==> config.mk <==
export PLATFORM = sky130hd
export DESIGN_NAME = lobm_ram
export DESIGN_NICKNAME = d
export VERILOG_FILES = /design/src/lobm_ram.sv
export SDC_FILE = /design/constraint.sdc
export NUM_CORES = 1
export LEC_CHECK = 0
export ABC_AREA = 1
export CAP_MARGIN = 20
export CORE_MARGIN = 5
export CORE_UTILIZATION = 65
export DETAILED_ROUTE_END_ITERATION = 8
export DONT_BUFFER_PORTS = 1
export PLACE_DENSITY = 0.84
export SLEW_MARGIN = 15
export SYNTH_ARGS = -nofsm -noshare
export SYNTH_HDL_FRONTEND = slang
export SYNTH_SLANG_ARGS = --single-unit
==> constraint.sdc <==
create_clock -name clk -period 4.6 [get_ports clk]
set_clock_uncertainty 0.05 [all_clocks]
set_input_delay 0.46 -clock clk [delete_from_list [all_inputs] [get_ports clk]]
set_output_delay 0.46 -clock clk [all_outputs]
set_load 0.03 [all_outputs]
==> src/lobm_ram.sv <==
module lobm_ram #(
	parameter int unsigned WIDTH = 8,
	parameter int unsigned DEPTH = 64
) (
	input  logic                     clk,
	input  logic                     we,
	input  logic [$clog2(DEPTH)-1:0] waddr,
	input  logic [WIDTH-1:0]         wdata,
	input  logic [$clog2(DEPTH)-1:0] raddr,
	output logic [WIDTH-1:0]         rdata
);

	logic [WIDTH-1:0] mem_q [DEPTH];

	// One write port, one registered read port
	always_ff @(posedge clk) begin
		if (we) begin
			mem_q[waddr] <= wdata;
		end
		rdata <= mem_q[raddr];
	end

endmodule

Yosys cells after proc, flatten, opt, wreduce, memory -nomap -nowiden
Memories as Yosys holds them, arrays and structs flattened. A register that Yosys moved wholly into a read port is not among the register bits.
Index checks and enable logic that the tools add are counted.
- mux-type cells: 2
- operator list (operator ; number):
    two-way mux 1 bit ; 2
- bits in registers: 0
- bits in writable memories: 512
- bits of input ports: 22
- output and inout port bits: 8
- memories kept: 1
- memories (name ; depth ; bits a word ; rd ports ; clocked after memory_dff ; write ports ; line ; text):
    mem_q ; 64 ; 8 ; 1 ; 1 ; 1 ; 13 ; logic [WIDTH-1:0] mem_q [DEPTH];

Logic depth before layout (Yosys ltp)
- depth in word-level cells: 2
- depth in mapped cells: 12
- gate-level depth less buffers: 9

Worst setup path after synthesis
Ideal clock, no wire load.
- path kind: input to register
- start point: input port we
- end point: memory mem_q[48][0], enable pin
- library setup time: 0.395 ns
- arrival time: 1.831 ns
- required time: 4.155 ns
- slack: 2.324 ns
- stages: 3
- buffers on the path: 1
- cells stage by stage: clkbuf_1 > nand4_1 > nor4_1
- cells in the longest elaborated chain, start to end: 2
- RTL lines (what ; line ; text):
    start: declaration ; 6 ; input logic we,
    two-way mux 1 bit ; 17 ; if (we) begin
    two-way mux 1 bit (not written as such) ; 18 ; mem_q[waddr] <= wdata;
    end: declaration ; 13 ;
No other way between the ends.

==> flow_summary.ini <==
[clock_tree]
h-tree-depth = 2
ctsLongestPathBuffers = 3
ctsRootBufferMaster = clkbuf_16
cts_tree = built
cts_sinks = 520
cts_resized = 0
path_clk_slew_ps = 60
cts_made_buffers = 50
insertion_delay_ps = 560

[detailed_routing]
drcViolationCount = 0
avgViaCountPerCell = 6.45
num_vias = 14500
wl_met2_um = 24700
wl_per_cell_um = 23.7
ant_nets = 0
drt_iter0_drc = 2619
dr.pass1.iters = 8
met1_length_um = 18400
dr.max_layer_used = met4
wl_um = 53200
wl_met3_um = 7320

[synth]
seq_area_frac_synth_pct = 72.8
synth_area_per_cell_um2 = 11.8
syn_nets = 1827
synth_cell_types = 16
synthCells = 1805
synth_seq_cells = 520
synth.cell_area_mm2 = 0.0213
yosysWarnings = 0

[timing]
report.final.slew_viol_count = 0
min_period_over_period_pct = 51.9
hold_violations = 0
timing.fmax_ghz = 0.419
max_slew.worst_pin.slew_ps = 946
slew_headroom_pct = 36.7
rsz0062_at_grt = false
setup_tns_ps = 0
min_period_ps = 2390
finalSetupViolations = 0

[placed_design]
place_area_mm2 = 0.0212
dp_hpwl_um = 28300
place_congestion = 0.911
port_buffers = 0

[global_route]
grt_pass1_vias = 14200
grt_usage_pct = 29.4
grt_max_degree = 258
overflow = 0
grt_pass1_wl_um = 81600
antenna_found_initial = 0

[power]
cellPowerDensity_mw_per_mm2 = 427
leakage_nw = 8.24
ir_drop_mv = 0.350

[floorplanning]
die_w_um = 191
rows = 66
io_pins = 30
die_area_mm2 = 0.0366
dieHeight_um = 191
core-area_mm2 = 0.0325
initial_utilization_pct = 65.8

[finish]
diodes = 0
drive_gt1_share_pct = 5.42
layout_common_cells = nand2_1, edfxtp_1, nand3_1
layout_commonest_cell = nand2_1
area.growth.synth_to_final_pct = 8.31
fillers = 2036
nets = 1791
final_area_mm2 = 0.0231

[status]
status = finished, final reports clean

[worst_setup_path]
path_class = in -> reg
cp_slowest_stage_delay_ps = 730
critPathBufInv = 2
cp_data_required_time_ps = 5060
start_kind = primary input
crit_arrival_ps = 2850
critPathMaxFanout = 257
critPathTopFamily = buffers and inverters
end_kind = flip-flop
cp_cell_sequence = inv_6 -> buf_4 -> nand2_1 -> nand3_1 -> nand3_1 -> nand2_1 -> nand2_1 -> nand3_1 -> nand3_1 -> nand2_1
crit_path_top_delay_cell = inv_6

[flow_run]
cap_violations = 0

[hold_path]
hold_path_class = in -> reg
registers in the layout (all words and copies together) (netlist names):
signal  cells
mem_q     512
rdata       8
cell type report:
type | instances | area [µm²] | area share [%]
clock inverters | 33 | 292 | 1.26
well taps | 442 | 553 | 2.39
inverters | 12 | 51.3 | 0.222
repair buffers | 25 | 395 | 1.71
flip-flops and latches | 520 | 15500 | 67.2
clock buffers | 57 | 1340 | 5.80
multi-input cells | 1160 | 4950 | 21.4
repair_timing:
action,in CTS,in global routing
hold endpoints to repair,518,0
setup buffers,0,0
hold buffers,9,0
power by group:
group | leakage, nW | switching, mW | total (mW) | internal (mW)
Clock | 0.785 | 1.71 | 4.07 | 2.36
Sequential | 4.67 | 0.0444 | 5.29 | 5.24
Combinational | 2.78 | 0.367 | 0.511 | 0.144
Total | 8.24 | 2.12 | 9.87 | 7.75
cells in the mapped netlist:
library cell | number | area, µm²
buf_1 | 10 | 37.5
buf_2 | 37 | 185
buf_4 | 14 | 105
buf_6 | 35 | 394
buf_8 | 2 | 30.0
clkbuf_1 | 15 | 56.3
dfxtp_1 | 8 | 160
edfxtp_1 | 512 | 15400
inv_1 | 10 | 37.5
inv_2 | 1 | 3.75
inv_6 | 1 | 8.76
nand2_1 | 648 | 2430
nand3_1 | 439 | 2200
nand4_1 | 9 | 56.3
nor2_1 | 56 | 210
nor4_1 | 8 | 50.1
layer usage:
metal | GRT usage, % | up-vias
met4 | 13.1 | 0
met1 | 39.4 | 6847
met2 | 45.8 | 1147
met5 | 0 | -
li1 | - | 6281
met3 | 8.13 | 238
metrics by stage:
stage / setup WS (ps) / hold WS [ps] / instances / power, mW / util, %
after floorplan: 2320 / 509 / 1805 / 5.74 / -
after detailed placement: 1940 / 513 / 2149 / 5.77 / 65.4
final: 2210 / 18.0 / 2249 / 9.87 / 71.2
after CTS: 2490 / 1.52 / 2248 / 9.86 / 71.1
after global placement: 1830 / 514 / 2148 / 5.75 / 65.3
after global routing: 2310 / 2.56 / 2249 / 10.1 / 71.2
worst register-to-register path, stage by stage, from the launching register on:
cell	delay, ps
edfxtp_1	370
nand2_1	100
nand3_1	140
nand3_1	120
nand2_1	90
nand2_1	100
nand3_1	210
nand3_1	150
nand2_1	70
final timing paths:
check / start / endpoint / slack, ps / depth (start not counted)
max reg2reg: mem_q[37][7]$_DFFE_PP_ / rdata[7]$_DFF_P_ / 3090 / 8
min reg2reg: mem_q[49][3]$_DFFE_PP_ / rdata[3]$_DFF_P_ / 760 / 8
max: raddr[0] / rdata[5]$_DFF_P_ / 2210 / 10
min: raddr[5] / rdata[4]$_DFF_P_ / 20 / 2
cell families after synthesis:
group,Yosys count,share of synthesized area [%]
buffers and inverters,125,4.02
flip-flops,520,72.8
AND/OR/NAND/NOR,1160,23.2
Power figures use the tool's default switching activity.
