$ cat src/lobm_pkg.sv
package lobm_pkg;

	// Resting order entry as stored in the slot memory
	typedef struct packed {
		logic        side;      // 0 buy, 1 sell
		logic [15:0] order_id;
		logic [31:0] price;
		logic [31:0] remaining;
		logic [15:0] arrival;
	} slot_t;

	// Best entry of one side, as tracked by the scan unit
	typedef struct packed {
		logic        found;
		logic [15:0] age;
		slot_t       slot;
	} best_t;

	localparam int unsigned MAX_TRADES = 63;
	localparam int unsigned TRADE_CW   = 6;

	localparam logic [1:0] MODE_BUY    = 2'd0;
	localparam logic [1:0] MODE_SELL   = 2'd1;
	localparam logic [1:0] MODE_CANCEL = 2'd2;
	localparam logic [1:0] MODE_QUOTE  = 2'd3;

	localparam logic [2:0] ST_ACCEPTED  = 3'd0;
	localparam logic [2:0] ST_BAD_VALUE = 3'd1;
	localparam logic [2:0] ST_ID_USED   = 3'd2;
	localparam logic [2:0] ST_BOOK_FULL = 3'd3;
	localparam logic [2:0] ST_CANCELLED = 3'd4;
	localparam logic [2:0] ST_NOT_FOUND = 3'd5;
	localparam logic [2:0] ST_QUOTE     = 3'd6;

endpackage

$ cat src/lobm_scan.sv
module lobm_scan #(
	parameter int unsigned IW = 6
) (
	input  logic            clk,
	input  logic            arst_n,
	input  logic            clr,
	input  logic            en,
	input  logic            entry_valid,
	input  lobm_pkg::slot_t entry,
	input  logic [IW-1:0]   idx,
	input  logic [15:0]     arrival_now,
	output lobm_pkg::best_t best_bid,
	output lobm_pkg::best_t best_ask,
	output logic [IW-1:0]   bid_idx,
	output logic [IW-1:0]   ask_idx
);

	import lobm_pkg::*;

	logic        found_q [2];
	logic [15:0] age_q   [2];
	slot_t       slot_q  [2];
	logic [IW-1:0] idx_q [2];
	logic [15:0] age;
	logic [1:0]  better;
	logic [1:0]  take;

	assign age = arrival_now - entry.arrival;

	// One price/age comparator per side, fed one entry per cycle
	always_comb begin
		for (int s = 0; s < 2; s++) begin
			better[s] = (s == 0) ? (entry.price > slot_q[s].price)
			                     : (entry.price < slot_q[s].price);
			take[s] = entry_valid && (entry.side == 1'(s)) &&
			          (!found_q[s] || better[s] ||
			           ((entry.price == slot_q[s].price) && (age > age_q[s])));
		end
	end

	always_ff @(posedge clk or negedge arst_n) begin
		if (!arst_n) begin
			for (int s = 0; s < 2; s++) begin
				found_q[s] <= 1'b0;
			end
		end else if (clr) begin
			for (int s = 0; s < 2; s++) begin
				found_q[s] <= 1'b0;
			end
		end else if (en) begin
			for (int s = 0; s < 2; s++) begin
				if (take[s]) begin
					found_q[s] <= 1'b1;
				end
			end
		end
	end

	always_ff @(posedge clk) begin
		if (!clr && en) begin
			for (int s = 0; s < 2; s++) begin
				if (take[s]) begin
					age_q[s]  <= age;
					slot_q[s] <= entry;
					idx_q[s]  <= idx;
				end
			end
		end
	end

	assign best_bid = '{found: found_q[0], age: age_q[0], slot: slot_q[0]};
	assign best_ask = '{found: found_q[1], age: age_q[1], slot: slot_q[1]};
	assign bid_idx  = idx_q[0];
	assign ask_idx  = idx_q[1];

endmodule

$ cat config.mk
export PLATFORM = sky130hd
export DESIGN_NAME = lobm_scan
export DESIGN_NICKNAME = d
export VERILOG_FILES = /design/src/lobm_pkg.sv /design/src/lobm_scan.sv
export SDC_FILE = /design/constraint.sdc
export NUM_CORES = 1
export LEC_CHECK = 0
export ABC_AREA = 1
export BUFFER_PORTS_ARGS = -buffer_cell sky130_fd_sc_hd__buf_2
export CAP_MARGIN = 20
export CORE_ASPECT_RATIO = 0.7
export CORE_MARGIN = 4
export CORE_UTILIZATION = 51
export DETAILED_ROUTE_END_ITERATION = 16
export PLACE_DENSITY_LB_ADDON = 0.15
export REMOVE_ABC_BUFFERS = 1
export SLEW_MARGIN = 0
export SYNTH_ARGS = -nofsm -noshare
export SYNTH_HDL_FRONTEND = slang
export SYNTH_SLANG_ARGS = --single-unit
$ cat constraint.sdc
create_clock -name clk -period 5.7 [get_ports clk]
set_input_delay 0 -clock clk [delete_from_list [all_inputs] [get_ports clk]]
set_output_delay 0 -clock clk [all_outputs]
set_load 0.01 [all_outputs]
* After elaboration in Yosys (flattened, before gate mapping) *
Memory sizes are Yosys's and may differ from the RTL's.
Index checks and enable logic that the tools add are counted.

operators by class
  $add $sub $neg = 1
  $lt $le $gt $ge = 4
  bitwise gates (word level) = 1
  muxes and demuxes = 19
  reductions and logical operators = 22
  eq/ne operators = 2

operators with widths
  kind                            count
  two-way mux 97 bit              1
  OR reduction 97 bit             1
  equality test 32 bit            2
  greater-than comparator 16 bit  2
  greater-than comparator 32 bit  1
  less-than comparator 32 bit     1
  two-way mux 16 bit              1
  OR reduction 16 bit             1
  subtractor 16 bit               1
  two-way mux 1 bit               14
  logical AND 1 bit               7
  two-way mux 6 bit               1
  nonzero test 2 bit              3
  OR reduction 6 bit              1
  logical OR 1 bit                4
  two-way mux 2 bit               2
  AND reduction 2 bit             2
  zero test 1 bit                 3
  inverter 1 bit                  1

word-level totals
  output and inout port bits = 240
  register bits = 2
  input bits = 124
  memory bits (writable) = 238
  memories kept = 3
  word-level logic and storage cells = 54

memories
  name    words  width  read ports  clocked after Yosys merged registers in  write ports  line             RTL
  slot_q  2      97     2           0                                        1            lobm_scan.sv:22  slot_t slot_q [2];
  age_q   2      16     2           0                                        1            lobm_scan.sv:21  logic [15:0] age_q [2];
  idx_q   2      6      2           0                                        1            lobm_scan.sv:23  logic [IW-1:0] idx_q [2];

* Longest topological paths before layout *
  depth in word-level cells = 10
  depth in mapped cells = 24
  mapped depth without buffers = 24

* Worst setup path before layout *
Ideal clock, no wire load.

  path type = input port to flip-flop
  start = input port arrival_now[0]
  end = memory age_q[0][0] (enable)
  arrival time = 4.485 ns
  slack = 0.743 ns
  buffers on the path = 0
  stages = 22
  data required time = 5.228 ns
  library setup time = 0.472 ns
  cells stage by stage = inv_1 -> ha_1 -> inv_1 -> fa_1 -> nand2_1 -> nand2_1 -> o21ai_2 -> nand3b_1 -> o2111ai_1 -> xor2_1 -> inv_1 -> ha_1 -> nand2_1 -> nor3_1 -> nand2_1 -> nand2_1 -> nand3_1 -> nand2_1 -> inv_1 -> nand2_1 -> nand2_1 -> inv_1

between the ends
  word-level cells in the longest chain between the ends = 10
  elaborated cells between the ends (all ways) = 18
  those cells by class = add/sub: 1; order compare: 2; mux: 8; reduce/logical: 7

ends and longest elaborated chain
  what                                     line             RTL
  start: declaration                       lobm_scan.sv:11  input logic [15:0] arrival_now,
  subtractor 16 bit *                      lobm_scan.sv:28  assign age = arrival_now - entry.arrival;
  net age[12]                              lobm_scan.sv:24  logic [15:0] age;
  greater-than comparator 16 bit           lobm_scan.sv:37  ((entry.price == slot_q[s].price) && (age > age_q[s])));
  logical AND 1 bit                        lobm_scan.sv:37
  logical OR 1 bit                         lobm_scan.sv:36  (!found_q[s] || better[s] ||
  logical AND 1 bit                        lobm_scan.sv:35  take[s] = entry_valid && (entry.side == 1'(s)) &&
  two-way mux 1 bit                        lobm_scan.sv:62  if (take[s]) begin
  two-way mux 1 bit                        lobm_scan.sv:60  if (!clr && en) begin
  two-way mux 1 bit (not written as such)  lobm_scan.sv:63  age_q[s] <= age;
  OR reduction 16 bit (no source line)     -
  two-way mux 1 bit (no source line)       -
  end: declaration                         lobm_scan.sv:21

Mark *: on every way through the listed nets, which the timed path passes. The rest lies on a longest branch.

* Worst setup path after layout *
  start = input port entry[6] (netlist name)
  end = memory slot_q[0][141] (netlist name) (enable)

between the ends
  word-level cells in the longest chain between the ends = 10
  elaborated cells between the ends (all ways) = 18
  those cells by class = add/sub: 1; order compare: 2; mux: 8; reduce/logical: 7

ends and longest elaborated chain
  what                                     line             RTL
  start: declaration                       lobm_scan.sv:9   input lobm_pkg::slot_t entry,
  subtractor 16 bit *                      lobm_scan.sv:28
  net age[13]                              lobm_scan.sv:24
  greater-than comparator 16 bit           lobm_scan.sv:37
  logical AND 1 bit                        lobm_scan.sv:37
  logical OR 1 bit                         lobm_scan.sv:36
  logical AND 1 bit                        lobm_scan.sv:35
  two-way mux 1 bit                        lobm_scan.sv:62
  two-way mux 1 bit                        lobm_scan.sv:60
  two-way mux 1 bit (not written as such)  lobm_scan.sv:64  slot_q[s] <= entry;
  OR reduction 97 bit (no source line)     -
  two-way mux 1 bit (no source line)       -
  end: declaration                         lobm_scan.sv:22

Marks and branches as above.

==> flow_summary.yaml <==
outcome:
  outcome: "complete, no violations"
clock_network:
  clk_latency_ns: 0.52
  cts.repair.resized: 0
  tritoncts: "yes"
  cts_hold_buf: 110
  cts_sinks: 240
  cts_buffers: 24
  post-cts-setup-buffer-count: 0
  root_buffer: "clkbuf_16"
  clock_path_buffers: 3
  htree_levels: 1
  clk_pin_slew_ns: 0.06
global_routing:
  antenna_found_initial: 1
  global_route.usage.met3_pct: 7.234
  grt_first_pass_wirelength_um: 42550
  grt_use_total_pct: 22.89
  grtUsageMet1_pct: 28.71
  grt_util_met2_pct: 39.59
  grt_pass1_vias: 7942
  grt_max_degree: 71
  gr-total-overflow: 0
  grt_busiest_layer: "met2"
drt:
  drc_errors: 0
  drtAntennaViolNets: 0
  wl_per_cell_um: 17.13
  dr_total_vias: 7632
  routed_via_density: 4.791
  drt_iter0_drc: 419
  firstDrtPassIters: 5
  drt-total-wl_um: 27280
yosys:
  synth_most_common_cell: "edfxtp_1"
  synth_common_cells: "edfxtp_1, inv_1, nand2_1"
  synth_edf_count: 238
  synthArstFlopShare_pct: 0.8333
  yosys_warnings: 0
  ys_seq_area_share_pct: 67.70
  synth_ff_type: "edfxtp_1"
  ys_ff_latch: 240
  synthTopCellsByArea: "edfxtp_1, ha_1, inv_1"
  synthCells: 801
  synth_top_area_share_pct: 67.23
  syn_area_sq_um: 10630
  synth_area_leader_cell: "edfxtp_1"
  synth.distinct_cells: 31
  avgSynthCellArea_sq_um: 13.27
floorplan:
  ios: 364
  core_sq_um: 20120
  start_util_pct: 52.83
  num_rows: 43
  die_h_um: 128.8
  die_w_um: 180.6
  die-area_sq_um: 23250
placed_design:
  hpwlAfterDp_um: 19280
  place_ws_ns: 1.613
  portBuffers: 363
  gp_congestion: 0.8522
critical_path:
  endpoint: "slot_q[0][141]"
  cp.required_ns: 5.90
  r2r_end: "slot_q[0][141]"
  rrSetupSlack_ns: 2.60
  crit_arrival_ns: 4.20
  critPathCaptureType: "flop"
  path_class: "primary input to flop"
  timing.rr.start: "slot_q[0][160]"
  reg2reg_depth: 13
  crit_fanout: 70
  worstSetupStartpointType: "primary input"
  crit_path_start: "entry[6]"
sta:
  whs_ns: 0.04218
  worst_slack_ns: 1.702
  worst_slew_pin_slew_ns: 0.9328
  period_needed_ns: 3.998
  finalMaxSlewViolations: 0
  max_clock_freq_ghz: 0.2501
  fin_crit_sh_pct: 70.14
  rsz0062_at_grt: "false"
  clock_skew_ns: 0.02220
  slew_headroom_pct: 37.82
  tns_ns: 0
  hold_viol_final: 0
  final-setup-viol-count: 0
power_and_ir_drop:
  ir_drop_mv: 0.2304
  powerDensity_nw_per_um2: 286.9
  power_mw: 4.256
  leakagePower_nw: 6.819
finish:
  syn2layout_area_growth_pct: 39.54
  drive_gt1_share_pct: 31.92
  nets: 1541
  post-route-util_pct: 73.72
  fillers: 1363
hold_path:
  hold_path_class: "primary input to flop"
job:
  max_cap_viol_count: 0
[registers in the layout (all words and copies together), names as in the netlist]
signal,cells
best_ask,1
age_q,32
best_bid,1
slot_q,194
idx_q,12
[routing by layer]
metal  wire, um  vias up  part of all wire (%)
met3       2402       40                   8.8
met4        544        0                   2.0
met2      13230      301                    48
met5          0        -                     0
met1      11110     3504                    41
li1           -     3787                     -
[cells by family after synthesis]
group	share of synthesized area, %
DFF	67.70
and+or+nand+nor	7.710
buffers and inverters	5.226
adders and majority gates	13.25
AOI/OAI and AO/OA	4.955
xor gates and xnor gates	1.154
[worst max-delay path, cell delays in order]
cell           delay, ns
dlygate4sd3_1       0.53
buf_2               0.13
inv_1               0.05
ha_1                0.38
a21oi_2             0.20
o21ai_0             0.11
nand2_1             0.08
nand4_2             0.14
a21oi_2             0.17
xor2_1              0.33
ha_1                0.32
nand2_1             0.08
nor2_1              0.05
nand2_1             0.07
nor2_1              0.05
nor2_1              0.09
a21boi_0            0.08
nand2_1             0.06
nand2_1             0.09
inv_4               0.69
buf_4               0.42
[area by class of cell]
class                           instances  area, sq um  share of cell area [%]
Antenna cell                            1        2.502                 0.01687
Clock buffer                           28        636.9                   4.294
Clock inverter                         15        252.7                   1.704
Inverter                              148        560.5                   3.779
Multi-Input combinational cell        413         2878                   19.40
Sequential cell                       240         7197                   48.52
Tap cell                              270        337.8                   2.278
Timing Repair Buffer                  478         2968                   20.01
[metrics by stage]
| stage | area [sq um] | cells |
|---|---|---|
| 6_report | 14830 | 1593 |
| 5_1_grt | 14830 | 1593 |
| 3_3_place_gp | 12840 | 1439 |
| 4_1_cts | 14830 | 1592 |
| 2_1_floorplan | 10630 | 801 |
| 3_5_place_dp | 12840 | 1439 |
[how the worst min path moves through the flow]
stage | end | slack (ns) | cells after the start | start
after CTS | age_q[0][1] | 0.04 | 2 | arrival_now[1]
after global placement | best_ask[113] | -0.21 | 1 | arst_n
after global routing | age_q[0][1] | 0.05 | 2 | arrival_now[1]
after floorplan | best_ask[113] | -0.30 | 0 | arst_n
final | age_q[0][1] | 0.04 | 2 | arrival_now[1]
after detailed placement | best_ask[113] | -0.21 | 1 | arst_n
[layout by cell type, fill, tap and decap left out, types with 2 or more instances in the layout]
master / count
clkinv_4: 2
a21oi_2: 4
clkbuf_16: 25
buf_4: 4
a21o_1: 2
a21oi_1: 55
nand3_1: 16
inv_1: 146
o21ai_2: 2
dlygate4sd3_1: 110
edfxtp_1: 238
buf_2: 363
o21ai_0: 19
nor2_1: 36
a21boi_0: 2
nand4_1: 7
xnor2_1: 3
o21a_1: 4
ha_1: 111
dfrtp_1: 2
clkinvlp_4: 4
clkbuf_1: 3
bufinv_16: 6
nor3_1: 5
nand2_1: 123
inv_4: 2
xor2_1: 11
[power by group]
group | switching [mW] | internal, mW
Sequential | 0.0128 | 1.99
Combinational | 0.279 | 0.216
Clock | 0.676 | 1.08
(Power assumes the default switching activity.)
